`config.mk`:
```
export PLATFORM = sky130hd
export DESIGN_NAME = qai_fifo
export DESIGN_NICKNAME = d
export VERILOG_FILES = /design/src/hdl/qai_pkg.sv /design/src/hdl/qai_fifo.sv
export SDC_FILE = /design/constraint.sdc
export NUM_CORES = 1
export LEC_CHECK = 0
export ABC_AREA = 1
export BUFFER_PORTS_ARGS = -buffer_cell sky130_fd_sc_hd__buf_2
export CAP_MARGIN = 5
export CELL_PAD_IN_SITES_DETAIL_PLACEMENT = 0
export CELL_PAD_IN_SITES_GLOBAL_PLACEMENT = 2
export CORE_MARGIN = 2
export CORE_UTILIZATION = 31
export DETAILED_ROUTE_END_ITERATION = 12
export PLACE_DENSITY = 0.7
export SLEW_MARGIN = 20
export SYNTH_ARGS = -nofsm -noshare
export SYNTH_HDL_FRONTEND = slang
export SYNTH_SLANG_ARGS = --single-unit
export TNS_END_PERCENT = 20
```
`constraint.sdc`:
```
create_clock -name clock -period 26 [get_ports clock]
set_clock_uncertainty 0.15 [all_clocks]
set_input_delay 2.6 -clock clock [delete_from_list [all_inputs] [get_ports clock]]
set_output_delay 2.6 -clock clock [all_outputs]
set_load 0.03 [all_outputs]
```
`src/hdl/qai_pkg.sv`:
```
`default_nettype none
// ----------------------------------------------------------------------------
// qai_pkg
// Shared types and constants of the quaternion attitude integrator.
// ----------------------------------------------------------------------------
package qai_pkg;

   localparam logic [31:0] QAI_STEP_DT_RESET = 32'd42949673;
   localparam int QAI_FIFO_DEPTH = 4;
   localparam logic signed [31:0] QAI_ONE_Q30 = 32'sd1073741824;

   typedef struct packed {
      logic signed [31:0] q_w;
      logic signed [31:0] q_x;
      logic signed [31:0] q_y;
      logic signed [31:0] q_z;
      logic signed [31:0] rate_x;
      logic signed [31:0] rate_y;
      logic signed [31:0] rate_z;
   } req_type;

   typedef struct packed {
      logic signed [31:0] out_w;
      logic signed [31:0] out_x;
      logic signed [31:0] out_y;
      logic signed [31:0] out_z;
      logic               degenerate;
   } rsp_type;

   typedef struct packed {
      logic signed [31:0] w;
      logic signed [31:0] x;
      logic signed [31:0] y;
      logic signed [31:0] z;
   } vec_type;

   typedef struct packed {
      vec_type     p;
      logic [63:0] sum_sq;
   } mid_type;

endpackage
`default_nettype wire

```
`src/hdl/qai_fifo.sv`:
```
`default_nettype none
// ----------------------------------------------------------------------------
// qai_fifo
// Short queue between the front and back parts.
// ----------------------------------------------------------------------------
module qai_fifo #(
   parameter int DEPTH = qai_pkg::QAI_FIFO_DEPTH
) (
   input  wire logic             clock,
   input  wire logic             reset,
   input  wire logic             push,
   output logic                  full,
   input  wire qai_pkg::mid_type push_data,
   output logic                  valid,
   input  wire logic             pop,
   output qai_pkg::mid_type      pop_data
);
   import qai_pkg::*;

   localparam int AW = (DEPTH > 1) ? $clog2(DEPTH) : 1;
   localparam int CW = $clog2(DEPTH + 1);

   mid_type         mem_ff [DEPTH];
   logic [AW-1:0]   wr_ff, wr_in, rd_ff, rd_in;
   logic [CW-1:0]   cnt_ff, cnt_in;
   logic            do_push, do_pop;

   assign full     = (cnt_ff == CW'(DEPTH));
   assign valid    = (cnt_ff != '0);
   assign pop_data = mem_ff[rd_ff];
   assign do_push  = push && !full;
   assign do_pop   = pop && valid;

   always_comb begin
      wr_in  = wr_ff;
      rd_in  = rd_ff;
      cnt_in = cnt_ff;
      if (do_push) begin
         wr_in = (wr_ff == AW'(DEPTH - 1)) ? '0 : wr_ff + 1'b1;
      end
      if (do_pop) begin
         rd_in = (rd_ff == AW'(DEPTH - 1)) ? '0 : rd_ff + 1'b1;
      end
      if (do_push && !do_pop) begin
         cnt_in = cnt_ff + 1'b1;
      end else if (do_pop && !do_push) begin
         cnt_in = cnt_ff - 1'b1;
      end
   end

   always_ff @(posedge clock) begin
      if (reset) begin
         wr_ff  <= '0;
         rd_ff  <= '0;
         cnt_ff <= '0;
      end else begin
         wr_ff  <= wr_in;
         rd_ff  <= rd_in;
         cnt_ff <= cnt_in;
      end
   end

   always_ff @(posedge clock) begin
      if (do_push) begin
         mem_ff[wr_ff] <= push_data;
      end
   end

endmodule
`default_nettype wire

```
==> results of run 1 <==
stage by stage:
stage	utilization	cell area, µm²	setup slack [ns]	power, W	cells
after floorplan	-	29000	14.40	0.00250	1927
after global placement	0.343	31900	19.28	0.00285	3469
after detailed placement	0.343	31900	19.20	0.00286	3469
after CTS	0.373	34600	18.49	0.00405	3620
after global routing	0.373	34600	18.19	0.00418	3623
final	0.373	34600	18.58	0.00399	3627
per-layer routing:
metal,track usage,part of all wire,vias to the layer above
li1,-,-,8059
met1,0.173,0.41,8679
met2,0.239,0.48,407
met3,0.0528,0.078,128
met4,0.0411,0.021,32
met5,0,0.0026,-
flip-flops by register name (all words and copies together), names as in the netlist, named ones only:
name and count:
mem_ff 768, rd_ff 2, wr_ff 2, cnt_ff 3
final cells by class:
| cell class | instances | area share |
|---|---|---|
| inverters | 17 | 0.00235 |
| well taps | 1254 | 0.0453 |
| flip-flops and latches | 777 | 0.671 |
| diodes | 7 | 0.000506 |
| clock buffers | 106 | 0.0651 |
| repair buffers | 415 | 0.0618 |
| clock inverters | 45 | 0.0138 |
| multi-input cells | 1006 | 0.140 |
where the power goes:
part           internal, W  switching [W]
Combinational     0.000300       0.000937
Sequential         0.00153      0.0000512
Clock             0.000687       0.000483
Total              0.00252        0.00147
cell usage after synthesis, types with 3 or more instances:
cell      count
buf_6        32
dfxtp_1       9
buf_2        21
buf_8         3
inv_1        16
nand2_1      14
o21ai_1     116
clkbuf_1     59
o21ai_0     269
ha_1          6
edfxtp_1    768
buf_4         9
o22ai_1     192
nor2_1      401
worst max-delay path: cells and delay by family (launching register included):
| family | cells | cell delay, ns |
|---|---|---|
| AOI/OAI and AO/OA | 2 | 0.42 |
| DFF | 1 | 0.59 |
| buffers and inverters | 4 | 2.77 |
worst max-delay path by stage:
stage,startpoint,to,slack (ns),cells after the start
floorplan,push,mem_ff[0][0],14.40,2
global placement,register,pop_data[50],19.28,6
detailed placement,register,pop_data[50],19.20,6
CTS,register,pop_data[50],18.49,6
global route,register,pop_data[50],18.19,6
finish,register,pop_data[50],18.58,6
logic make-up after synthesis:
family          after synthesis
flops                       777
compound gates              579
fa+ha+maj                     7
simple gates                419
xor+xnor                      1
buf+inv                     144
cells in the final DEF, fill, tap and decap left out, drive strengths merged:
cell        n
o22ai     192
bufinv      7
clkinv     34
nand4       1
nor2      401
fa          1
buf       415
nand3b      2
dfxtp       9
a21oi       2
xor2        1
nand3       1
nand2      14
ha          6
diode       7
clkbuf    106
inv        17
clkinvlp    4
edfxtp    768
o21ai     385
==> metrics.yaml, run 1 <==
drt:
  drt-pass1-iter-count: 5
  wire_per_inst_um: 19.5
  drt_iter0_drc: 1142
  vias: 17300
  detail-route-antenna-nets: 0
  drt-total-wl_mm: 70.9
  via_per_inst: 4.77
  remaining_drc_errors: 0
worst_hold_path:
  hold_depth: 2
  hold_start: "rd_ff[1]"
  hold_class: "register to register"
clocking:
  tritoncts: "done"
  postCtsHoldBufs: 0
  cts-root-buf: "clkbuf_16"
  postCtsSetupBuffers: 0
  numCtsBuffers: 85
  cts.htree.levels: 3
  postCtsResizedCells: 0
  clk_pin_slew_ns: 0.06
  clk_latency_ns: 0.63
  clock_sinks: 777
  clockBufferDepth: 3
final_layout:
  drive_above_1_share: 0.230
  fill_cells: 8724
  register_area_um2: 23200
  nets: 2505
  multi_input_comb_area_um2: 4860
  syn_to_final_growth_pct: 19.6
setup_path:
  cpMaxStageDelayCell: "buf_4"
  r2r_start: "cnt_ff[1]"
  path_class: "register to primary output"
  slowest_delay_ns: 0.92
  cp_cell_sequence: "clkinv_8 > buf_4 > buf_4 > o21ai_0 > o22ai_1 > buf_2"
  cp_common_cell: "buf_4"
  reg2reg_to: "mem_ff[2][70]"
  reg2reg_depth: 6
  worstPathArrival_ns: 4.67
  start_kind: "register"
  end_kind: "primary output"
  cp.required_ns: 23.25
  crit_path_max_fanout: 197
  reg2reg_slack_ns: 22.83
yosys:
  synth_xor_area_frac: 0.000302
  ys_seq_area_frac: 0.802
  syn_area_um2: 29000
  synth_area_leaders: "edfxtp_1, nor2_1, o21ai_0, o22ai_1, o21ai_1"
  synth_nets: 2130
  synth_compound_area_frac: 0.108
  yosysTopAreaCell: "edfxtp_1"
  syn-mean-instance-area_um2: 15.0
  synth-seq-cells: 777
  synthAdderAreaFrac: 0.00328
  ys_types: 23
  ys_warn_count: 0
  synthSimpleGateAreaFrac: 0.0547
  async_reset_ff_frac: 0
  synth_mux_area_frac: 0
  synth_top_family_by_area: "compound AO/OA/AOI/OAI gates"
  ys.flop_type: "edfxtp_1"
  synth_top_area_share: 0.796
  synth_edf_count: 768
  synthCells: 1927
timing:
  final_hold_viol_count: 0
  max_freq_mhz: 135
  finalSetupViolations: 0
  rsz0062_at_grt: "no"
  tns_ns: 0
  worst_pin_slew_ns: 1.06
  fin_crit_sh: 0.286
  slew_headroom: 0.293
  timing.hold.ws_ns: 0.370
  min_period_ns: 7.42
  maxSlewViolCount: 0
power:
  peakVddDrop_uv: 72.6
  p_per_area_nw_per_um2: 115
  total_leakage_power_nw: 11.8
die:
  die_h_um: 310
  die_area_um2: 95900
  start_util: 0.312
  rows: 112
  ios: 390
  dieWidth_um: 310
  core_region_area_um2: 92900
placement:
  port_buffers: 389
  detailed_place_hpwl_mm: 39.7
  place_congestion: 0.742
global_route:
  grt_first_pass_wirelength_mm: 104
  antenna_found_initial: 23
  grt_usage: 0.143
  grt_pass1_vias: 17400
  grt_max_degree: 198
  overflow: 0
job:
  maxCapViolCount: 0
outcome:
  status: "finished, final reports clean"
Note: power is estimated with default switching activity, not from simulation.
==> run 2, diff against run 1 <==
--- a/config.mk
+++ b/config.mk
@@ -13,7 +13,7 @@
 export CORE_MARGIN = 2
 export CORE_UTILIZATION = 31
 export DETAILED_ROUTE_END_ITERATION = 12
-export PLACE_DENSITY = 0.7
+export PLACE_DENSITY = 0.72
 export SLEW_MARGIN = 20
 export SYNTH_ARGS = -nofsm -noshare
 export SYNTH_HDL_FRONTEND = slang
==> constraint.sdc (replaced) <==
create_clock -name clock -period 6.3 [get_ports clock]
set_clock_uncertainty 0.15 [all_clocks]
set_input_delay 0.63 -clock clock [delete_from_list [all_inputs] [get_ports clock]]
set_output_delay 0.63 -clock clock [all_outputs]
set_load 0.03 [all_outputs]
==> run 2 against run 1 <==
Compared with the run above:
- register-to-register slack got worse by 19 ns
- critical path depth fell by 1
- combinational power rose to 4.2 times the previous value
- via count rose by 2.2%
- worst setup slack got worse by 17 ns
- utilization is 0.96 points higher
- non-clock buffer count rose by 73
- clock power rose to 4.1 times the previous value
- flip-flop and latch count stayed put
- largest cell class unchanged
- largest power group unchanged
- highest routed layer unchanged
==> metrics.yaml, run 2 (synthesized netlist as in run 1, its figures left out) <==
final_layout:
  syn_to_final_growth_pct: 22.7
  drive_above_1_share: 0.218
  post-route-util: 0.383
  final_common_cell: "edfxtp_1"
  mostFrequentLayoutCells: "edfxtp_1, nor2_1, buf_2"
  nets: 2580
  reg_top3: "mem_ff (768), cnt_ff (3)"
  regMostFlops: "mem_ff"
  largest_register_ffs: 768
clocking:
  clk_latency_ns: 0.62
  cts-root-buf: "clkbuf_16"
  clockBufferDepth: 3
  numCtsBuffers: 87
  clk_pin_slew_ns: 0.06
  postCtsResizedCells: 0
  clock_sinks: 777
  tritoncts: "done"
  postCtsSetupBuffers: 0
  cts.htree.levels: 3
timing:
  max_freq_mhz: 227
  rsz0062_at_grt: "no"
  min_period_ns: 4.41
  tns_ns: 0
  finalSetupViolations: 0
  final_hold_viol_count: 0
  worst_pin_slew_ns: 1.11
  fin_crit_sh: 0.701
  maxSlewViolCount: 0
  slew_headroom: 0.263
  timing.final.ws_setup_ns: 1.89
global_route:
  met3_usage: 0.0490
  top_usage_layer: "met2"
  use_met2: 0.242
  grt_first_pass_wirelength_mm: 105
  overflow: 0
  grt_max_degree: 193
  grt_pass1_vias: 18200
  grt_util_met1: 0.171
  antenna_found_initial: 20
  grt_usage: 0.144
setup_path:
  slowest_delay_ns: 0.77
  cp_cell_sequence: "buf_4 > buf_4 > o21ai_0 > o22ai_1 > buf_2"
  start_kind: "register"
  worstPathArrival_ns: 3.63
  cp_common_cell: "buf_4"
  path_buf_inv: 3
  cpMaxStageDelayCell: "dfxtp_4"
  cp.required_ns: 5.52
  path_class: "register to primary output"
  end_kind: "primary output"
  crit_path_max_fanout: 92
  r2r_start: "cnt_ff[0]"
  cp_top_family: "buffers and inverters"
die:
  ios: 390
  dieWidth_um: 310
  core_region_area_um2: 92900
  die_area_um2: 95900
  die_h_um: 310
  rows: 112
  start_util: 0.312
drt:
  detail-route-antenna-nets: 0
  vias: 17700
  drt_iter0_drc: 1104
  remaining_drc_errors: 0
  drt-total-wl_mm: 70.9
  drt-pass1-iter-count: 5
  wire_per_inst_um: 19.1
  via_per_inst: 4.77
job:
  maxCapViolCount: 0
worst_hold_path:
  hold_class: "primary input to register"
  hold_start: "push_data[95]"
power:
  p_per_area_nw_per_um2: 465
  total_leakage_power_nw: 12.2
  peakVddDrop_uv: 304
placement:
  detailed_place_hpwl_mm: 38.3
  place_congestion: 0.698
  port_buffers: 389
  dp_slack_ns: 2.51
outcome:
  status: "finished, final reports clean"
run 2: repair_timing:
action	in CTS	in global routing
setup endpoints to repair	0	0
hold buffers	81	0
endpoints found under the hold margin	291	0
run 2: metrics by stage:
| step | std cells | power, W | hold WS [ns] | area, µm² |
|---|---|---|---|---|
| CTS | 3697 | 0.0168 | 0.0000431 | 35500 |
| finish | 3704 | 0.0165 | 0.0595 | 35500 |
| global placement | 3460 | 0.0117 | 0.353 | 32000 |
| detailed placement | 3460 | 0.0118 | 0.354 | 32000 |
| global route | 3699 | 0.0173 | 0.0260 | 35500 |
| floorplan | 1927 | 0.0102 | 0.333 | 29000 |
run 2: power breakdown:
part	switching, W	internal (W)
clock	0.00197	0.00287
combinational	0.00389	0.00129
sequential	0.000197	0.00630
total	0.00605	0.0105
run 2: per-layer routing:
metal	vias to the layer above	routed length, µm
met3	140	5790
met4	36	1730
li1	8234	-
met2	430	34200
met1	8842	29000
met5	-	209
run 2: path summary, 6_finish.rpt:
check,slack (ns),to,depth (start not counted)
max,1.89,pop_data[92],5
min,0.06,mem_ff[1][95],1
max reg2reg,3.37,mem_ff[1][59],5
min reg2reg,0.36,register,2
run 2: final cells by class:
cell class	count	area, µm²
inverter	17	81.3
antenna	6	15.0
tap	1254	1570
sequential	777	23200
multi-input combinational	1006	4860
clock buffer	106	2290
clock inverter	50	442
fill	8711	57400
timing repair buffer	488	3040
==> run 3, diff against run 2 <==
--- a/config.mk
+++ b/config.mk
@@ -13,7 +13,7 @@
 export CORE_MARGIN = 2
 export CORE_UTILIZATION = 31
 export DETAILED_ROUTE_END_ITERATION = 12
-export PLACE_DENSITY = 0.72
+export PLACE_DENSITY = 0.7
 export SLEW_MARGIN = 20
 export SYNTH_ARGS = -nofsm -noshare
 export SYNTH_HDL_FRONTEND = slang
==> constraint.sdc (replaced) <==
create_clock -name clock -period 4.55 [get_ports clock]
set_clock_uncertainty 0.15 [all_clocks]
set_input_delay 0.455 -clock clock [delete_from_list [all_inputs] [get_ports clock]]
set_output_delay 0.455 -clock clock [all_outputs]
set_load 0.03 [all_outputs]
==> run 3 against run 2 <==
Compared with the run above:
- worst setup slack worse by 0.63 ns
- global-route usage rose by 0.21 points
- highest routed layer unchanged
- sequential power is 37% higher
- final area grew 3.2%
- combinational power grew 43%
- final cell count increased by 3.2%
- flip-flop and latch count did not move
- critical path depth fell by 1
- utilization is 1.2 points higher
- via count up 1.4%
==> metrics.yaml, run 3 (synthesized netlist as in run 1, its figures left out) <==
outcome:
  status: "finished, final reports clean"
setup_path:
  reg2reg_depth: 6
  worstPathArrival_ns: 2.69
  path_class: "register to primary output"
  reg2reg_slack_ns: 2.04
  r2r_start: "cnt_ff[0]"
  crit_path_max_fanout: 198
  cp.required_ns: 3.94
  end_kind: "primary output"
  reg2reg_to: "mem_ff[1][83]"
  start_kind: "register"
drt:
  drt_iter0_drc: 1016
  wire_per_inst_um: 18.8
  drt-pass1-iter-count: 7
  detail-route-antenna-nets: 0
  vias: 17900
  via_per_inst: 4.69
  drt-total-wl_mm: 71.7
  remaining_drc_errors: 0
final_layout:
  largest_register_ffs: 768
  final_common_cell: "edfxtp_1"
  fill_cells: 8674
  drive_above_1_share: 0.209
  syn_to_final_growth_pct: 26.6
  register_area_um2: 23200
  multi_input_comb_area_um2: 4860
  reg_top3: "mem_ff (768), cnt_ff (3)"
  regMostFlops: "mem_ff"
  mostFrequentLayoutCells: "edfxtp_1, nor2_1, buf_2"
  post-route-util: 0.395
  final_area_um2: 36700
  nets: 2702
  final_cells: 3821
timing:
  fin_crit_sh: 0.725
  slew_headroom: 0.242
  timing.final.ws_setup_ns: 1.25
  worst_pin_slew_ns: 1.14
  maxSlewViolCount: 0
  timing.hold.ws_ns: 0.387
  rsz0062_at_grt: "no"
  max_freq_mhz: 303
  min_period_ns: 3.30
  finalSetupViolations: 0
  final_hold_viol_count: 0
worst_hold_path:
  hold_start: "cnt_ff[1]"
  hold_depth: 2
  hold_class: "register to register"
  min_delay_worst_endpoint: "cnt_ff[1]"
job:
  maxCapViolCount: 0
clocking:
  clock_sinks: 777
  clk_pin_slew_ns: 0.06
  clockBufferDepth: 3
  cts.htree.levels: 3
  postCtsSetupBuffers: 0
  postCtsResizedCells: 0
  numCtsBuffers: 84
  tritoncts: "done"
  cts-root-buf: "clkbuf_16"
  clk_latency_ns: 0.62
  postCtsHoldBufs: 195
power:
  seqPwrFrac: 0.393
  swShare: 0.368
  total_leakage_power_nw: 12.7
  power.internal_w: 0.0143
  peakVddDrop_uv: 392
  clockPowerShare: 0.279
  p_per_area_nw_per_um2: 618
  power_frac_comb: 0.327
  p_switching_w: 0.00833
placement:
  placed_cell_area_um2: 32100
  dp_slack_ns: 1.72
  post-place-cells: 3471
  place_congestion: 0.714
  detailed_place_hpwl_mm: 39.9
  port_buffers: 389
die:
  start_util: 0.312
  core_region_area_um2: 92900
  die_h_um: 310
  die_area_um2: 95900
  dieWidth_um: 310
  ios: 390
  rows: 112
global_route:
  grt_max_degree: 199
  grt_first_pass_wirelength_mm: 106
  overflow: 0
  grt_pass1_vias: 18300
  antenna_found_initial: 8
  grt_usage: 0.146
-- run 3: final cells by class --
type	instances	share of cell area
flip-flops and latches	777	0.634
diodes	6	0.000409
inverters	17	0.00222
clock buffers	105	0.0612
repair buffers	613	0.119
multi-input cells	1006	0.132
well taps	1254	0.0428
clock inverters	43	0.00846
-- run 3: power by group through the flow --
stage	Clock (W)	Combinational (W)	Sequential, W
after global placement	0	0.00733	0.00904
after floorplan	0	0.00505	0.00912
after global routing	0.00682	0.00805	0.00898
after detailed placement	0	0.00741	0.00907
after CTS	0.00656	0.00758	0.00893
final	0.00634	0.00742	0.00892
-- run 3: worst max path at each step --
stage                                end  slack, ns      start
after floorplan             mem_ff[0][0]      -1.79  cnt_ff[0]
after global placement    mem_ff[1][120]       1.69  cnt_ff[0]
after detailed placement  mem_ff[1][118]       1.72  cnt_ff[0]
after CTS                  pop_data[189]       1.23   register
after global routing       pop_data[153]       1.14   register
final                       pop_data[63]       1.25   register
-- run 3: layer usage --
metal	share of wire	global-route usage	vias up
met4	0.020	0.0459	8
met1	0.42	0.179	8923
li1	-	-	8457
met3	0.073	0.0449	109
met2	0.49	0.245	434
met5	0.00078	0	-
-- run 3: critical path, cell delays in order (launching register included) --
cell and delay [ns]:
dfxtp_4 0.44, buf_12 0.45, o21ai_0 0.24, o22ai_1 0.28
buf_2 0.25
-- run 3: stage by stage --
step,TNS [ns],total power [W]
3_3_place_gp,0,0.0164
6_report,0,0.0227
3_5_place_dp,0,0.0165
2_1_floorplan,-1378.00,0.0142
5_1_grt,0,0.0239
4_1_cts,0,0.0231
